### config.mk
export PLATFORM = sky130hd
export DESIGN_NAME = key_auto_repeat_scanner
export DESIGN_NICKNAME = d
export VERILOG_FILES = /design/src/rtl/kars_pkg.sv /design/src/rtl/key_auto_repeat_scanner.sv
export SDC_FILE = /design/constraint.sdc
export NUM_CORES = 1
export LEC_CHECK = 0
export BUFFER_PORTS_ARGS = -buffer_cell sky130_fd_sc_hd__buf_2
export CAP_MARGIN = 30
export CORE_ASPECT_RATIO = 1.25
export CORE_MARGIN = 2
export CORE_UTILIZATION = 48
export DETAILED_ROUTE_END_ITERATION = 7
export PLACE_DENSITY = 0.67
export SYNTH_ARGS = -nofsm -noshare
export SYNTH_HDL_FRONTEND = slang
export SYNTH_SLANG_ARGS = --single-unit
export TNS_END_PERCENT = 50
### constraint.sdc
create_clock -name clk_i -period 5.2 [get_ports clk_i]
set_clock_uncertainty 0.1 [all_clocks]
set_input_delay 0.26 -clock clk_i [delete_from_list [all_inputs] [get_ports clk_i]]
set_output_delay 0.26 -clock clk_i [all_outputs]
set_load 0.02 [all_outputs]
### src/rtl/kars_pkg.sv
// ----------------------------------------------------------------------------
// kars_pkg: key auto-repeat scanner package
// Shared widths, register indexes, reset values and the scan sequencer states.
// ----------------------------------------------------------------------------
package kars_pkg;

  localparam int NUM_KEYS_DEF = 14;

  localparam int HELD_W  = 14;
  localparam int CFG_W   = 10;
  localparam int COUNT_W = 11;
  localparam int KEY_W   = 4;
  localparam int REG_W   = 1;

  // register indexes on the configuration port
  localparam logic [REG_W-1:0] REG_REPEAT_DELAY = 1'b0;
  localparam logic [REG_W-1:0] REG_REPEAT_RATE  = 1'b1;

  localparam logic [CFG_W-1:0] DELAY_RST = 10'd30;
  localparam logic [CFG_W-1:0] RATE_RST  = 10'd10;

  localparam logic EV_PRESS   = 1'b0;
  localparam logic EV_RELEASE = 1'b1;

  typedef enum logic [1:0] {
    ST_IDLE,
    ST_SCAN,
    ST_FLUSH
  } scan_state_e;

endpackage

### src/rtl/key_auto_repeat_scanner.sv
// ----------------------------------------------------------------------------
// key_auto_repeat_scanner: typematic press, repeat and release event scanner
// Walks held keys one per cycle unless stalled and emits key events in order.
// ----------------------------------------------------------------------------
// A frame sample is taken on in_valid_i/in_ready_o; the block then walks the
// keys from index 0 upwards, one key per cycle while the walk is not stalled,
// through a single compare and increment unit that checks the key's hold
// count against the delay and the delay plus rate, and updates the count. The
// walk stalls while the output side holds off a transfer and a further event
// is ready. Events leave through a one-entry output register with one more
// event held behind it, so the final event of a frame can carry last_event_o.
// A frame that produces no events produces no transfers. repeat_delay and
// repeat_rate must be written through cfg_we_i only while the block is idle;
// the block itself does not enforce this. A rate of zero acts as one.
module key_auto_repeat_scanner #(
  parameter int NUM_KEYS = kars_pkg::NUM_KEYS_DEF
) (
  input  logic                        clk_i,
  input  logic                        rst_ni,

  input  logic                        cfg_we_i,
  input  logic [kars_pkg::REG_W-1:0]  cfg_idx_i,
  input  logic [kars_pkg::CFG_W-1:0]  cfg_wdata_i,

  input  logic                        in_valid_i,
  output logic                        in_ready_o,
  input  logic [kars_pkg::HELD_W-1:0] held_keys_i,

  output logic                        out_valid_o,
  input  logic                        out_ready_i,
  output logic [kars_pkg::KEY_W-1:0]  key_index_o,
  output logic                        event_kind_o,
  output logic                        last_event_o
);

  localparam int IdxW = (NUM_KEYS > 1) ? $clog2(NUM_KEYS) : 1;
  localparam int ExtW = (NUM_KEYS > kars_pkg::HELD_W) ? NUM_KEYS : kars_pkg::HELD_W;
  localparam int CntW = kars_pkg::COUNT_W;
  localparam logic [IdxW-1:0] LastIdx = IdxW'(NUM_KEYS - 1);

  kars_pkg::scan_state_e state_q, state_d;

  logic [kars_pkg::CFG_W-1:0] delay_q, rate_q;
  logic [CntW-1:0]            top_q;
  logic [NUM_KEYS-1:0]        held_q, prev_q;
  logic [CntW-1:0]            cnt_q [NUM_KEYS];
  logic [IdxW-1:0]            idx_q;

  logic                       pend_valid_q, pend_valid_d;
  logic [IdxW-1:0]            pend_key_q, pend_key_d;
  logic                       pend_kind_q, pend_kind_d;

  logic                       out_valid_q, out_valid_d;
  logic [kars_pkg::KEY_W-1:0] out_key_q, out_key_d;
  logic                       out_kind_q, out_kind_d;
  logic                       out_last_q, out_last_d;

  logic [ExtW-1:0]            held_ext;
  logic                       in_xfer;
  logic [CntW-1:0]            cnt_cur, cnt_nxt, delay_ext;
  logic                       key_now, key_before;
  logic                       ev, ev_kind;
  logic                       out_free, stall, advance;
  logic                       push_mid, push_end;

  assign held_ext = ExtW'(held_keys_i);
  assign in_xfer  = in_valid_i && in_ready_o;

  // shared compare / increment unit working on the key under the scan index
  assign cnt_cur    = cnt_q[idx_q];
  assign key_now    = held_q[idx_q];
  assign key_before = prev_q[idx_q];
  assign delay_ext  = CntW'(delay_q);

  always_comb begin
    ev      = 1'b0;
    ev_kind = kars_pkg::EV_PRESS;
    cnt_nxt = '0;
    if (!key_now) begin
      ev      = key_before;
      ev_kind = kars_pkg::EV_RELEASE;
    end else begin
      ev = (cnt_cur == '0) || ((cnt_cur > delay_ext) && (cnt_cur == top_q));
      if (cnt_cur >= top_q) begin
        cnt_nxt = delay_ext + CntW'(1);
      end else begin
        cnt_nxt = cnt_cur + CntW'(1);
      end
    end
  end

  assign out_free = !out_valid_q || out_ready_i;

  // next state
  always_comb begin
    state_d = state_q;
    case (state_q)
      kars_pkg::ST_IDLE: begin
        if (in_xfer) state_d = kars_pkg::ST_SCAN;
      end
      kars_pkg::ST_SCAN: begin
        if (advance && (idx_q == LastIdx)) state_d = kars_pkg::ST_FLUSH;
      end
      kars_pkg::ST_FLUSH: begin
        if (!pend_valid_q || out_free) state_d = kars_pkg::ST_IDLE;
      end
      default: state_d = kars_pkg::ST_IDLE;
    endcase
  end

  // sequencer outputs
  always_comb begin
    in_ready_o = 1'b0;
    stall      = 1'b0;
    advance    = 1'b0;
    push_mid   = 1'b0;
    push_end   = 1'b0;
    case (state_q)
      kars_pkg::ST_IDLE: begin
        in_ready_o = 1'b1;
      end
      kars_pkg::ST_SCAN: begin
        stall    = ev && pend_valid_q && !out_free;
        advance  = !stall;
        push_mid = advance && ev && pend_valid_q;
      end
      kars_pkg::ST_FLUSH: begin
        push_end = pend_valid_q && out_free;
      end
      default: in_ready_o = 1'b0;
    endcase
  end

  // held-back event and output register
  always_comb begin
    pend_valid_d = pend_valid_q;
    pend_key_d   = pend_key_q;
    pend_kind_d  = pend_kind_q;
    if (advance && ev) begin
      pend_valid_d = 1'b1;
      pend_key_d   = idx_q;
      pend_kind_d  = ev_kind;
    end else if (push_end) begin
      pend_valid_d = 1'b0;
    end

    out_valid_d = out_valid_q && !out_ready_i;
    out_key_d   = out_key_q;
    out_kind_d  = out_kind_q;
    out_last_d  = out_last_q;
    if (push_mid || push_end) begin
      out_valid_d = 1'b1;
      out_key_d   = kars_pkg::KEY_W'(pend_key_q);
      out_kind_d  = pend_kind_q;
      out_last_d  = push_end;
    end
  end

  always_ff @(posedge clk_i or negedge rst_ni) begin
    if (!rst_ni) begin
      state_q      <= kars_pkg::ST_IDLE;
      delay_q      <= kars_pkg::DELAY_RST;
      rate_q       <= kars_pkg::RATE_RST;
      prev_q       <= '0;
      idx_q        <= '0;
      pend_valid_q <= 1'b0;
      out_valid_q  <= 1'b0;
      for (int i = 0; i < NUM_KEYS; i++) begin
        cnt_q[i] <= '0;
      end
    end else begin
      state_q      <= state_d;
      pend_valid_q <= pend_valid_d;
      out_valid_q  <= out_valid_d;
      if (cfg_we_i) begin
        case (cfg_idx_i)
          kars_pkg::REG_REPEAT_DELAY: delay_q <= cfg_wdata_i;
          kars_pkg::REG_REPEAT_RATE:  rate_q  <= cfg_wdata_i;
          default: ;
        endcase
      end
      if (in_xfer) begin
        idx_q <= '0;
      end else if (advance) begin
        idx_q <= idx_q + IdxW'(1);
        cnt_q[idx_q] <= cnt_nxt;
        if (idx_q == LastIdx) prev_q <= held_q;
      end
    end
  end

  // payload registers
  always_ff @(posedge clk_i) begin
    if (in_xfer) begin
      held_q <= held_ext[NUM_KEYS-1:0];
      top_q  <= CntW'(delay_q) + ((rate_q == '0) ? CntW'(1) : CntW'(rate_q));
    end
    pend_key_q  <= pend_key_d;
    pend_kind_q <= pend_kind_d;
    out_key_q   <= out_key_d;
    out_kind_q  <= out_kind_d;
    out_last_q  <= out_last_d;
  end

  assign out_valid_o  = out_valid_q;
  assign key_index_o  = out_key_q;
  assign event_kind_o = out_kind_q;
  assign last_event_o = out_last_q;

  // a held-back event only exists while a frame is being worked on
  assert property (@(posedge clk_i) disable iff (!rst_ni)
    pend_valid_q |-> (state_q != kars_pkg::ST_IDLE))
    else $error("held-back event left over after frame end");

  // a new frame always starts the walk at key zero with nothing held back
  assert property (@(posedge clk_i) disable iff (!rst_ni)
    in_xfer |=> ((state_q == kars_pkg::ST_SCAN) && (idx_q == '0) && !pend_valid_q))
    else $error("scan did not start cleanly");

  // the scan index never moves while the walk is stalled on the output side
  assert property (@(posedge clk_i) disable iff (!rst_ni)
    ((state_q == kars_pkg::ST_SCAN) && stall) |=> (idx_q == $past(idx_q)))
    else $error("scan index moved during a stall");

endmodule

Word-level counts from Yosys, hierarchy flattened
Index checks and enable logic that the tools add are counted.
{ "totals": {"register_bits": 232, "out_inout_bits": 8, "input_bits": 30, "elab_cells": 105} }
{ "classes": {"bitwise_logic": 3, "addsub": 4, "mux": 28, "eq_ne": 7, "reduce_logical": 30, "order_cmp": 5} }
{ "op_table": {"columns": ["op", "n"], "rows": [
  ["$bwmux 154", 1],
  ["$mux 11", 5],
  ["$bmux 11 s4", 1],
  ["$demux 11 s4", 1],
  ["$add 10x1->11 const B", 1],
  ["$add 10x10->11", 1],
  ["$add 11x1->11 const B", 1],
  ["$eq 11x11->1", 1],
  ["$ge 11x11->1", 1],
  ["$gt 11x10->1", 1],
  ["$logic_and 1x1->1", 11],
  ["$logic_not 11->1", 1],
  ["$mux 1", 11],
  ["$logic_not 10->1", 1],
  ["$mux 10", 1],
  ["$bmux 1 s4", 2],
  ["$mux 4", 2],
  ["$mux 2", 3],
  ["$ne 2x2->1 const B", 3],
  ["$pmux 2 s3", 1],
  ["$reduce_and 2->1", 3],
  ["$reduce_and 3->1", 2],
  ["$ge 5x5->1 const B", 1],
  ["$logic_not 1->1", 5],
  ["11 further kinds", 16]
]} }

Longest topological paths before layout
Gate-level depths: netlist of the first run.
{ "logic_depth": {"ltp_word": 16, "ltp_mapped": 24, "depth_no_buf": 18} }

Worst setup path after synthesis of the first run
No wires, ideal clock.
{ "synth_timing": {"path_type": "register to register", "startpoint": "reg idx_q[0]", "endpoint": "reg cnt_q[109] (netlist bit)", "n_path_buf": 5, "stages_incl_launch_ff": 23, "path_slack_ns": -0.069, "setup_time_ns": 0.064, "t_arrival_ns": 5.105, "cell_sequence": "dfrtp_1 -> buf_6 -> buf_12 -> buf_12 -> mux4_2 -> nand2_1 -> o221ai_1 -> ha_1 -> a21o_1 -> a21o_1 -> a211oi_1 -> and2_0 -> clkbuf_1 -> nand2_1 -> o21ai_0 -> ha_1 -> nand4_1 -> o22a_1 -> nor2_1 -> mux2_2 -> a21oi_1 -> buf_2 -> mux2_2"} }
{ "synth_via": {"elab_chain_cells": 13} }
{ "synth_lines": {"columns": ["item", "line_no", "rtl"], "rows": [
  ["start: declaration", "key_auto_repeat_scanner.sv:47", "logic [IdxW-1:0] idx_q;"],
  ["start signal: assignment", "key_auto_repeat_scanner.sv:185", "idx_q <= idx_q + IdxW'(1);"],
  ["$not 4->5 (implied by the code)", "key_auto_repeat_scanner.sv:70, key_auto_repeat_scanner.sv:186", null],
  ["$bmux 11 s4", "key_auto_repeat_scanner.sv:70", "assign cnt_cur = cnt_q[idx_q];"],
  ["$mux 11 (implied by the code) (2 in a row)", "key_auto_repeat_scanner.sv:70", null],
  ["$gt 11x10->1 or $eq 11x11->1 (tied branches)", "key_auto_repeat_scanner.sv:83", "ev = (cnt_cur == '0) || ((cnt_cur > delay_ext) && (cnt_cur == top_q));"],
  ["$logic_and 1x1->1", "key_auto_repeat_scanner.sv:83", null],
  ["$logic_or 1x1->1", "key_auto_repeat_scanner.sv:83", null],
  ["$mux 1", "key_auto_repeat_scanner.sv:79", "if (!key_now) begin"],
  ["$logic_and 1x1->1 (2 in a row)", "key_auto_repeat_scanner.sv:123", "stall = ev && pend_valid_q && !out_free;"],
  ["$logic_not 1->1", "key_auto_repeat_scanner.sv:124", "advance = !stall;"],
  ["$mux 1", "key_auto_repeat_scanner.sv:118", "case (state_q)"],
  ["$reduce_and 2->1 (no source line)", null, null],
  ["end signal: indexed assignment", "key_auto_repeat_scanner.sv:186", "cnt_q[idx_q] <= cnt_nxt;"],
  ["end: declaration", "key_auto_repeat_scanner.sv:46", "logic [CntW-1:0] cnt_q [NUM_KEYS];"]
]} }
Parallel ways exist; a longest one is shown, timed or not. The select of a mux whose other input is x is not followed.
A chain may end at the register's enable or synchronous reset.

Final worst setup path of the first run
{ "layout_timing": {"startpoint": "reg idx_q[0]", "endpoint": "reg cnt_q[10] (netlist bit)"} }
The elaborated chain is that of the path after synthesis.

==> run_summary.xml, run 1 <==
<?xml version="1.0" encoding="UTF-8"?>
<metrics>
  <group name="clocking">
    <metric name="path_clk_slew" unit="ns">0.06</metric>
    <metric name="worst_skew_pair.late_latency" unit="ns">0.52</metric>
    <metric name="cts_sinks" unit="">232</metric>
    <metric name="cts.root.buffer_cell" unit="">sky130_fd_sc_hd__clkbuf_16</metric>
    <metric name="cts_made_buffers" unit="">23</metric>
    <metric name="cts-htree-levels" unit="">1</metric>
    <metric name="tritoncts" unit="">done</metric>
    <metric name="cts_buffer_depth" unit="">3</metric>
  </group>
  <group name="synth">
    <metric name="synth_ff_type" unit="">sky130_fd_sc_hd__dfrtp_1</metric>
    <metric name="share_of_the_synthesized_area_in_the_top_cell_type" unit="%">40.7</metric>
    <metric name="ys_ff_latch" unit="">232</metric>
    <metric name="synth_edf_count" unit="">36</metric>
    <metric name="seq_area_frac_synth" unit="%">51.3</metric>
    <metric name="mappedNetlistArea" unit="um2">11700</metric>
    <metric name="synthesis.yosys.warnings" unit="">0</metric>
    <metric name="netlist_top_cells_area" unit="">sky130_fd_sc_hd__dfrtp_1 41%, sky130_fd_sc_hd__mux2_2 16%, sky130_fd_sc_hd__edfxtp_1 9.2%</metric>
    <metric name="post_synth_inst_count" unit="">877</metric>
    <metric name="synth_area_leader_cell" unit="">sky130_fd_sc_hd__dfrtp_1</metric>
    <metric name="synth_cell_types" unit="">68</metric>
    <metric name="postSynthNetCount" unit="">944</metric>
    <metric name="syn_avg_cell_area" unit="um2">13.3</metric>
    <metric name="asyncSetResetFlopFracSynth" unit="%">84.5</metric>
  </group>
  <group name="route">
    <metric name="detail_route.wl_per_cell" unit="um">20.5</metric>
    <metric name="drtPass1Iterations" unit="">4</metric>
    <metric name="route.detailed.vias_per_inst" unit="">5.65</metric>
    <metric name="drt-initial-drc-count" unit="">385</metric>
    <metric name="route.final.wire_length" unit="um">26500</metric>
    <metric name="total_number_of_vias" unit="">7327</metric>
    <metric name="residual_antenna_violating_net_count_after_detailed_routing" unit="">0</metric>
    <metric name="route.detailed.drc" unit="">0</metric>
  </group>
  <group name="place">
    <metric name="routabilityCongestion" unit="">0.927</metric>
    <metric name="place.detailed.instances" unit="">1229</metric>
    <metric name="hpwl" unit="um">18100</metric>
    <metric name="placement.io_buffers" unit="">37</metric>
  </group>
  <group name="floorplan">
    <metric name="fp.dieW" unit="um">144</metric>
    <metric name="initial_utilization" unit="%">49.1</metric>
    <metric name="placeable_core_area" unit="um2">23800</metric>
    <metric name="die_area" unit="um2">25600</metric>
    <metric name="placementRows" unit="">63</metric>
    <metric name="top_level_ports" unit="">38</metric>
    <metric name="die_height" unit="um">178</metric>
  </group>
  <group name="sta">
    <metric name="grt_setup_unrepaired" unit="">false</metric>
    <metric name="layout_min_cycle_time" unit="ns">4.95</metric>
    <metric name="slew_headroom" unit="%">36.1</metric>
    <metric name="period_share" unit="%">95.1</metric>
    <metric name="worst-slew-pin-transition" unit="ns">0.955</metric>
    <metric name="timing.fmax" unit="GHz">0.202</metric>
    <metric name="setup_violations" unit="">0</metric>
    <metric name="final_max_slew_viol_count" unit="">0</metric>
    <metric name="hold_viol_final" unit="">0</metric>
  </group>
  <group name="worst_setup_path">
    <metric name="data_arrival_time_of_the_critical_path" unit="ns">5.29</metric>
    <metric name="timing.critical_path.required" unit="ns">5.54</metric>
    <metric name="worst_setup_path_start_kind" unit="">register</metric>
    <metric name="crit_type" unit="">reg2reg</metric>
    <metric name="critical_path_buf_inv_count" unit="">3</metric>
    <metric name="worst_path_dominant_cell_family" unit="">compound AO/OA/AOI/OAI gates</metric>
    <metric name="timing.critical_path.fanout_max" unit="">14</metric>
    <metric name="worst_path_largest_cell_delay" unit="ns">0.52</metric>
    <metric name="critPathCaptureType" unit="">register</metric>
    <metric name="critical_path.cell_chain" unit="">buf_12 -&gt; mux4_2 -&gt; a32oi_1 -&gt; o211ai_1 -&gt; ha_1 -&gt; nand4_1 -&gt; nor3_2 -&gt; a211oi_2 -&gt; and2_0 -&gt; buf_4 -&gt; o21ai_0 -&gt; ha_1 -&gt; nand4_1 -&gt; o22a_1 -&gt; nor2_2 -&gt; mux2_2 -&gt; a21oi_1 -&gt; buf_4 -&gt; mux2_2</metric>
    <metric name="timing.critical_path.slowest_stage_cell" unit="">sky130_fd_sc_hd__mux4_2</metric>
  </group>
  <group name="global_route">
    <metric name="global_route_wire_length_before_repair" unit="um">42400</metric>
    <metric name="antenna_found_initial" unit="">0</metric>
    <metric name="grt_max_degree" unit="">108</metric>
    <metric name="track_usage" unit="%">21.4</metric>
    <metric name="first_global_vias" unit="">7572</metric>
    <metric name="global_route.overflow_total" unit="">0</metric>
  </group>
  <group name="final_layout">
    <metric name="leading_cell_type_in_the_layout_fill_and_taps_excluded" unit="">sky130_fd_sc_hd__dfrtp_1</metric>
    <metric name="fill_cells" unit="">1971</metric>
    <metric name="diodes_inserted" unit="">0</metric>
    <metric name="fraction_of_layout_instances_using_a_drive_strength_above_1" unit="%">37.1</metric>
    <metric name="layout_common_cells" unit="">189 x sky130_fd_sc_hd__dfrtp_1, 170 x sky130_fd_sc_hd__mux2_2, 45 x sky130_fd_sc_hd__buf_4</metric>
    <metric name="area_growth" unit="%">15.0</metric>
    <metric name="finalNonFillerCells" unit="">1297</metric>
    <metric name="design.final.nets" unit="">1023</metric>
  </group>
  <group name="job">
    <metric name="cap_violations" unit="">0</metric>
  </group>
  <group name="power_and_ir_drop">
    <metric name="finalPower" unit="mW">6.72</metric>
    <metric name="p_leak" unit="nW">6.25</metric>
    <metric name="swShare" unit="%">34.6</metric>
    <metric name="internal-power" unit="mW">4.40</metric>
    <metric name="pwr-share-clk" unit="%">25.0</metric>
    <metric name="power.share.combinational" unit="%">39.0</metric>
    <metric name="power.density_cell_area" unit="nW/um2">500</metric>
    <metric name="power_frac_seq" unit="%">36.0</metric>
    <metric name="power_switching" unit="mW">2.32</metric>
    <metric name="max-vdd-ir-drop" unit="uV">204</metric>
  </group>
  <group name="run_status">
    <metric name="status" unit="">finished clean</metric>
  </group>
  <group name="hold_path">
    <metric name="holdCritPathClass" unit="">in2reg</metric>
  </group>
</metrics>
[logic make-up (layout without fill, tap and decap cells)]
logic type / count (synthesis) / after routing / share of synthesized area (%)
AO/OA/AOI/OAI: 110 / 110 / 6.44
XOR/XNOR: 17 / 17 / 1.27
adder cells (fa/ha/maj): 37 / 37 / 4.02
buffers and inverters: 95 / 190 / 4.14
flip-flops: 232 / 232 / 51.3
multiplexers: 242 / 242 / 26.5
AND/OR/NAND/NOR: 144 / 144 / 6.37
[final cells by class]
class	count	area, um2	area share [%]
Clock inverter	9	98.8	0.735
Tap cell	325	407	3.02
Multi-Input combinational cell	550	5230	38.9
Timing Repair Buffer	115	923	6.87
Sequential cell	232	5990	44.6
Clock buffer	32	662	4.92
Inverter	34	128	0.949
[what timing repair did]
action,4_1_cts,5_1_grt
hold buffers,26,0
gates resized for setup,2,3
endpoints found under the hold margin,123,0
setup endpoints to repair,18,46
setup buffers,0,0
[per-layer routing]
metal,part of all wire [%],up-vias,global-route usage (%)
met5,0,-,0
met4,3.2,0,7.68
met3,3.5,57,2.26
met2,50,154,36.8
met1,44,3736,28.2
li1,-,3380,-
[path summary, 6_finish.rpt]
check                                   start              to  slack, ns  cells after the start
worst max-delay path                 idx_q[0]       cnt_q[10]       0.25                     19
min in group asynchronous              rst_ni       rate_q[5]       0.24                      2
max in group asynchronous              rst_ni      cnt_q[110]       3.70                      3
worst min-delay path                cfg_idx_i      delay_q[4]       0.11                      5
worst max register to register       idx_q[0]       cnt_q[10]       0.25                     19
worst min register to register  pend_key_q[3]  key_index_o[3]       0.32                      0
[sequential cells by signal, indices dropped and copies added, names as in the netlist]
name	count
state_q	2
pend_valid_q	1
cnt_q	154
pend_kind_q	1
prev_q	14
rate_q	10
out_valid_o	1
top_q	11
held_q	14
event_kind_o	1
pend_key_q	4
delay_q	10
key_index_o	4
last_event_o	1
idx_q	4
[power groups by stage]
| stage | Clock, mW | Combinational, mW | Sequential (mW) |
|---|---|---|---|
| final | 1.68 | 2.62 | 2.42 |
| after floorplan | 0 | 1.84 | 2.42 |
| after global placement | 0 | 2.57 | 2.44 |
| after global routing | 1.80 | 2.84 | 2.46 |
| after CTS | 1.72 | 2.63 | 2.42 |
| after detailed placement | 0 | 2.60 | 2.45 |
[per-stage QoR]
stage	cell area, um2	utilization (%)	setup WS [ns]	hold WS [ns]	TNS (ns)
finish	13400	56.5	0.255	0.110	0
global route	13400	56.5	0.0193	0.145	0
CTS	13400	56.4	0.160	0.0939	0
detailed placement	12400	52.1	-0.0158	0.261	-0.0409
global placement	12400	52.0	0.111	0.255	0
floorplan	11700	-	0.112	-0.136	0
[cell usage after synthesis, drive strengths merged, types with 7 or more instances]
cell / instances
clkbuf: 30
nand3: 16
nand2: 34
inv: 34
a211oi: 7
ha: 36
o21ai: 22
a21oi: 21
dfrtp: 190
mux2: 190
and3: 7
a21o: 9
nor2: 32
mux2i: 23
xnor2: 12
edfxtp: 36
a22oi: 9
mux4: 29
nand4: 15
nor2b: 8
buf: 31
[worst min-delay path, stage by stage]
cell                      delay, ns
sky130_fd_sc_hd__buf_2         0.09
sky130_fd_sc_hd__nor2b_1       0.04
sky130_fd_sc_hd__buf_4         0.18
sky130_fd_sc_hd__nand2_1       0.08
sky130_fd_sc_hd__o21ai_0       0.07
Power figures use the tool's default switching activity.
==> run 2: changes to the inputs <==
--- a/config.mk
+++ b/config.mk
@@ -11,7 +11,8 @@
 export CORE_MARGIN = 2
 export CORE_UTILIZATION = 48
 export DETAILED_ROUTE_END_ITERATION = 7
-export PLACE_DENSITY = 0.67
+export HOLD_SLACK_MARGIN = 0.03
+export PLACE_DENSITY_LB_ADDON = 0.25
 export SYNTH_ARGS = -nofsm -noshare
 export SYNTH_HDL_FRONTEND = slang
 export SYNTH_SLANG_ARGS = --single-unit
==> run 2 against run 1 <==
Net effect:
- hold slack gained 0.025 ns
- count of clock-buffer cells in the layout grew 3
- die area is the same
- register-to-register slack improved by 0.05 ns
- sequential share of layout area down 0.66 points
- global-route usage rose by 0.55 points
- setup slack improved by 0.048 ns
- design area increased by 1.5%
- critical path depth up 1
- total power rose by 4.7%
- maximum frequency increased by 0.98%
- first-iteration DRC count decreased by 2.3%
- critical path type unchanged
- largest power group unchanged
==> run_summary.xml, run 2 (synthesized netlist as in run 1, its figures left out) <==
<?xml version="1.0" encoding="UTF-8"?>
<metrics>
  <group name="floorplan">
    <metric name="placeable_core_area" unit="um2">23800</metric>
    <metric name="top_level_ports" unit="">38</metric>
    <metric name="die_height" unit="um">178</metric>
    <metric name="initial_utilization" unit="%">49.1</metric>
    <metric name="fp.dieW" unit="um">144</metric>
    <metric name="placementRows" unit="">63</metric>
    <metric name="die_area" unit="um2">25600</metric>
  </group>
  <group name="global_route">
    <metric name="global_route.overflow_total" unit="">0</metric>
    <metric name="first_global_vias" unit="">7699</metric>
    <metric name="track_usage" unit="%">22.0</metric>
    <metric name="global_route_wire_length_before_repair" unit="um">43300</metric>
    <metric name="grt_max_degree" unit="">110</metric>
    <metric name="antenna_found_initial" unit="">0</metric>
  </group>
  <group name="worst_setup_path">
    <metric name="worst_setup_path_start_kind" unit="">register</metric>
    <metric name="timing.critical_path.required" unit="ns">5.55</metric>
    <metric name="reg2reg_from" unit="">idx_q[0]</metric>
    <metric name="timing.critical_path.fanout_max" unit="">16</metric>
    <metric name="critPathCaptureType" unit="">register</metric>
    <metric name="timing.critical_path.slowest_stage_cell" unit="">sky130_fd_sc_hd__mux4_2</metric>
    <metric name="crit_type" unit="">reg2reg</metric>
    <metric name="data_arrival_time_of_the_critical_path" unit="ns">5.25</metric>
    <metric name="worst-r2r-setup-slack" unit="ns">0.30</metric>
    <metric name="worst_path_dominant_cell_family" unit="">multiplexers</metric>
    <metric name="critical_path_buf_inv_count" unit="">4</metric>
    <metric name="timing.rr.end" unit="">cnt_q[142]</metric>
    <metric name="critical_path.cell_chain" unit="">buf_12 -&gt; buf_4 -&gt; mux4_2 -&gt; a2bb2oi_1 -&gt; o211ai_1 -&gt; ha_1 -&gt; nand4_1 -&gt; nor3_2 -&gt; a211oi_2 -&gt; and2_0 -&gt; buf_4 -&gt; o21ai_0 -&gt; ha_2 -&gt; nand4_1 -&gt; o22a_1 -&gt; nor2_2 -&gt; mux2_2 -&gt; a21oi_2 -&gt; clkbuf_4 -&gt; mux2_2</metric>
    <metric name="reg2regPathDepth" unit="">20</metric>
    <metric name="worst_path_largest_cell_delay" unit="ns">0.50</metric>
  </group>
  <group name="power_and_ir_drop">
    <metric name="power.density_cell_area" unit="nW/um2">515</metric>
    <metric name="finalPower" unit="mW">7.04</metric>
    <metric name="max-vdd-ir-drop" unit="uV">261</metric>
    <metric name="p_leak" unit="nW">6.35</metric>
  </group>
  <group name="final_layout">
    <metric name="design.final.nets" unit="">1028</metric>
    <metric name="fill_cells" unit="">1971</metric>
    <metric name="layout_common_cells" unit="">189 x sky130_fd_sc_hd__dfrtp_1, 170 x sky130_fd_sc_hd__mux2_2, 46 x sky130_fd_sc_hd__buf_4, 36 x sky130_fd_sc_hd__edfxtp_1, 36 x sky130_fd_sc_hd__buf_2</metric>
    <metric name="multi_input_comb_area" unit="um2">5240</metric>
    <metric name="layout_top_registers" unit="">cnt_q (154), held_q (14), prev_q (14)</metric>
    <metric name="diodes_inserted" unit="">0</metric>
    <metric name="fraction_of_layout_instances_using_a_drive_strength_above_1" unit="%">38.2</metric>
    <metric name="largest_register" unit="">cnt_q</metric>
    <metric name="area_growth" unit="%">16.8</metric>
    <metric name="number_of_flip_flops_in_the_largest_register" unit="">154</metric>
    <metric name="leading_cell_type_in_the_layout_fill_and_taps_excluded" unit="">sky130_fd_sc_hd__dfrtp_1</metric>
    <metric name="postLayoutCellArea" unit="um2">13600</metric>
    <metric name="sequential_cell_area" unit="um2">5990</metric>
  </group>
  <group name="sta">
    <metric name="slew_headroom" unit="%">32.3</metric>
    <metric name="setup_violations" unit="">0</metric>
    <metric name="hold_viol_final" unit="">0</metric>
    <metric name="layout_min_cycle_time" unit="ns">4.90</metric>
    <metric name="grt_setup_unrepaired" unit="">false</metric>
    <metric name="final_max_slew_viol_count" unit="">0</metric>
    <metric name="period_share" unit="%">94.2</metric>
    <metric name="timing.fmax" unit="GHz">0.204</metric>
    <metric name="worst-slew-pin-transition" unit="ns">1.01</metric>
  </group>
  <group name="route">
    <metric name="drt-initial-drc-count" unit="">376</metric>
    <metric name="route.detailed.drc" unit="">0</metric>
    <metric name="residual_antenna_violating_net_count_after_detailed_routing" unit="">0</metric>
    <metric name="routed_length_on_met2" unit="um">13700</metric>
    <metric name="drtPass1Iterations" unit="">5</metric>
    <metric name="detail_route.wl_per_cell" unit="um">20.8</metric>
    <metric name="wl_met1" unit="um">11800</metric>
    <metric name="route.final.wire_length" unit="um">27100</metric>
    <metric name="met3WireLength" unit="um">953</metric>
    <metric name="routed.top_layer" unit="">met4</metric>
    <metric name="route.detailed.vias_per_inst" unit="">5.68</metric>
    <metric name="total_number_of_vias" unit="">7401</metric>
  </group>
  <group name="place">
    <metric name="hpwl" unit="um">18600</metric>
    <metric name="placement.io_buffers" unit="">37</metric>
    <metric name="postPlaceCellArea" unit="um2">12400</metric>
    <metric name="routabilityCongestion" unit="">0.898</metric>
  </group>
  <group name="clocking">
    <metric name="worst_skew_pair.late_latency" unit="ns">0.51</metric>
    <metric name="tritoncts" unit="">done</metric>
    <metric name="cts_buffer_depth" unit="">3</metric>
    <metric name="cts-htree-levels" unit="">1</metric>
    <metric name="cts.root.buffer_cell" unit="">sky130_fd_sc_hd__clkbuf_16</metric>
    <metric name="path_clk_slew" unit="ns">0.06</metric>
    <metric name="cts_sinks" unit="">232</metric>
    <metric name="cts_made_buffers" unit="">25</metric>
  </group>
  <group name="hold_path">
    <metric name="whs_path_depth" unit="">5</metric>
    <metric name="hold_path_startpoint" unit="">cfg_idx_i</metric>
    <metric name="holdCritPathClass" unit="">in2reg</metric>
    <metric name="worst_hold_path.endpoint" unit="">delay_q[4]</metric>
  </group>
  <group name="job">
    <metric name="cap_violations" unit="">0</metric>
  </group>
  <group name="run_status">
    <metric name="status" unit="">finished clean</metric>
  </group>
</metrics>
==> run 2: where the power goes <==
| group | internal, mW | switching, mW | total [mW] |
|---|---|---|---|
| clock network | 1.22 | 0.708 | 1.93 |
| registers | 2.24 | 0.175 | 2.42 |
| logic | 1.18 | 1.50 | 2.69 |
==> run 2: what timing repair did <==
| action | CTS | global route |
|---|---|---|
| gates cloned | 0 | 2 |
| resized for setup | 1 | 9 |
| endpoints found under the setup margin | 14 | 42 |
| hold buffers | 26 | 0 |
| buffers inserted | 0 | 1 |
| hold endpoints to repair | 143 | 0 |
==> run 2: final cells by class <==
class | count | share of cell area (%)
Multi-Input combinational cell | 550 | 38.4
Clock buffer | 35 | 5.62
Clock inverter | 9 | 1.08
Tap cell | 325 | 2.98
Sequential cell | 232 | 43.9
Timing Repair Buffer | 118 | 7.06
Inverter | 34 | 0.935
==> run 2: stage by stage <==
step / utilization (%) / instances / setup TNS [ns] / hold slack [ns] / setup WS, ns
after floorplan: - / 877 / 0 / -0.136 / 0.112
after global placement: 52.0 / 1225 / 0 / 0.303 / 0.0896
after detailed placement: 52.1 / 1230 / -0.631 / 0.308 / -0.0596
after CTS: 57.1 / 1300 / 0 / 0.117 / 0.0464
after global routing: 57.3 / 1303 / 0 / 0.145 / 0.0469
final: 57.3 / 1303 / 0 / 0.135 / 0.303
==> run 2: worst min-delay path: cells and delay by family <==
family / cells / cell delay (ns)
compound gates: 1 / 0.07
simple gates: 2 / 0.12
buf+inv: 2 / 0.28
==> run 2: how the worst max path moves through the flow <==
stage / start / endpoint / slack, ns / cells after the start
final: idx_q[0] / cnt_q[142] / 0.30 / 20
after global routing: idx_q[0] / cnt_q[54] / 0.05 / 20
after CTS: idx_q[0] / cnt_q[116] / 0.05 / 19
after detailed placement: idx_q[0] / cnt_q[107] / -0.06 / 19
after global placement: idx_q[0] / cnt_q[74] / 0.09 / 18
after floorplan: idx_q[0] / cnt_q[109] / 0.11 / 22
==> run 2: metal layers <==
| metal | vias to the layer above | GRT usage (%) |
|---|---|---|
| met5 | - | 0 |
| met4 | 0 | 5.43 |
| met3 | 48 | 2.98 |
| met2 | 159 | 38.0 |
| met1 | 3806 | 29.3 |
| li1 | 3388 | - |
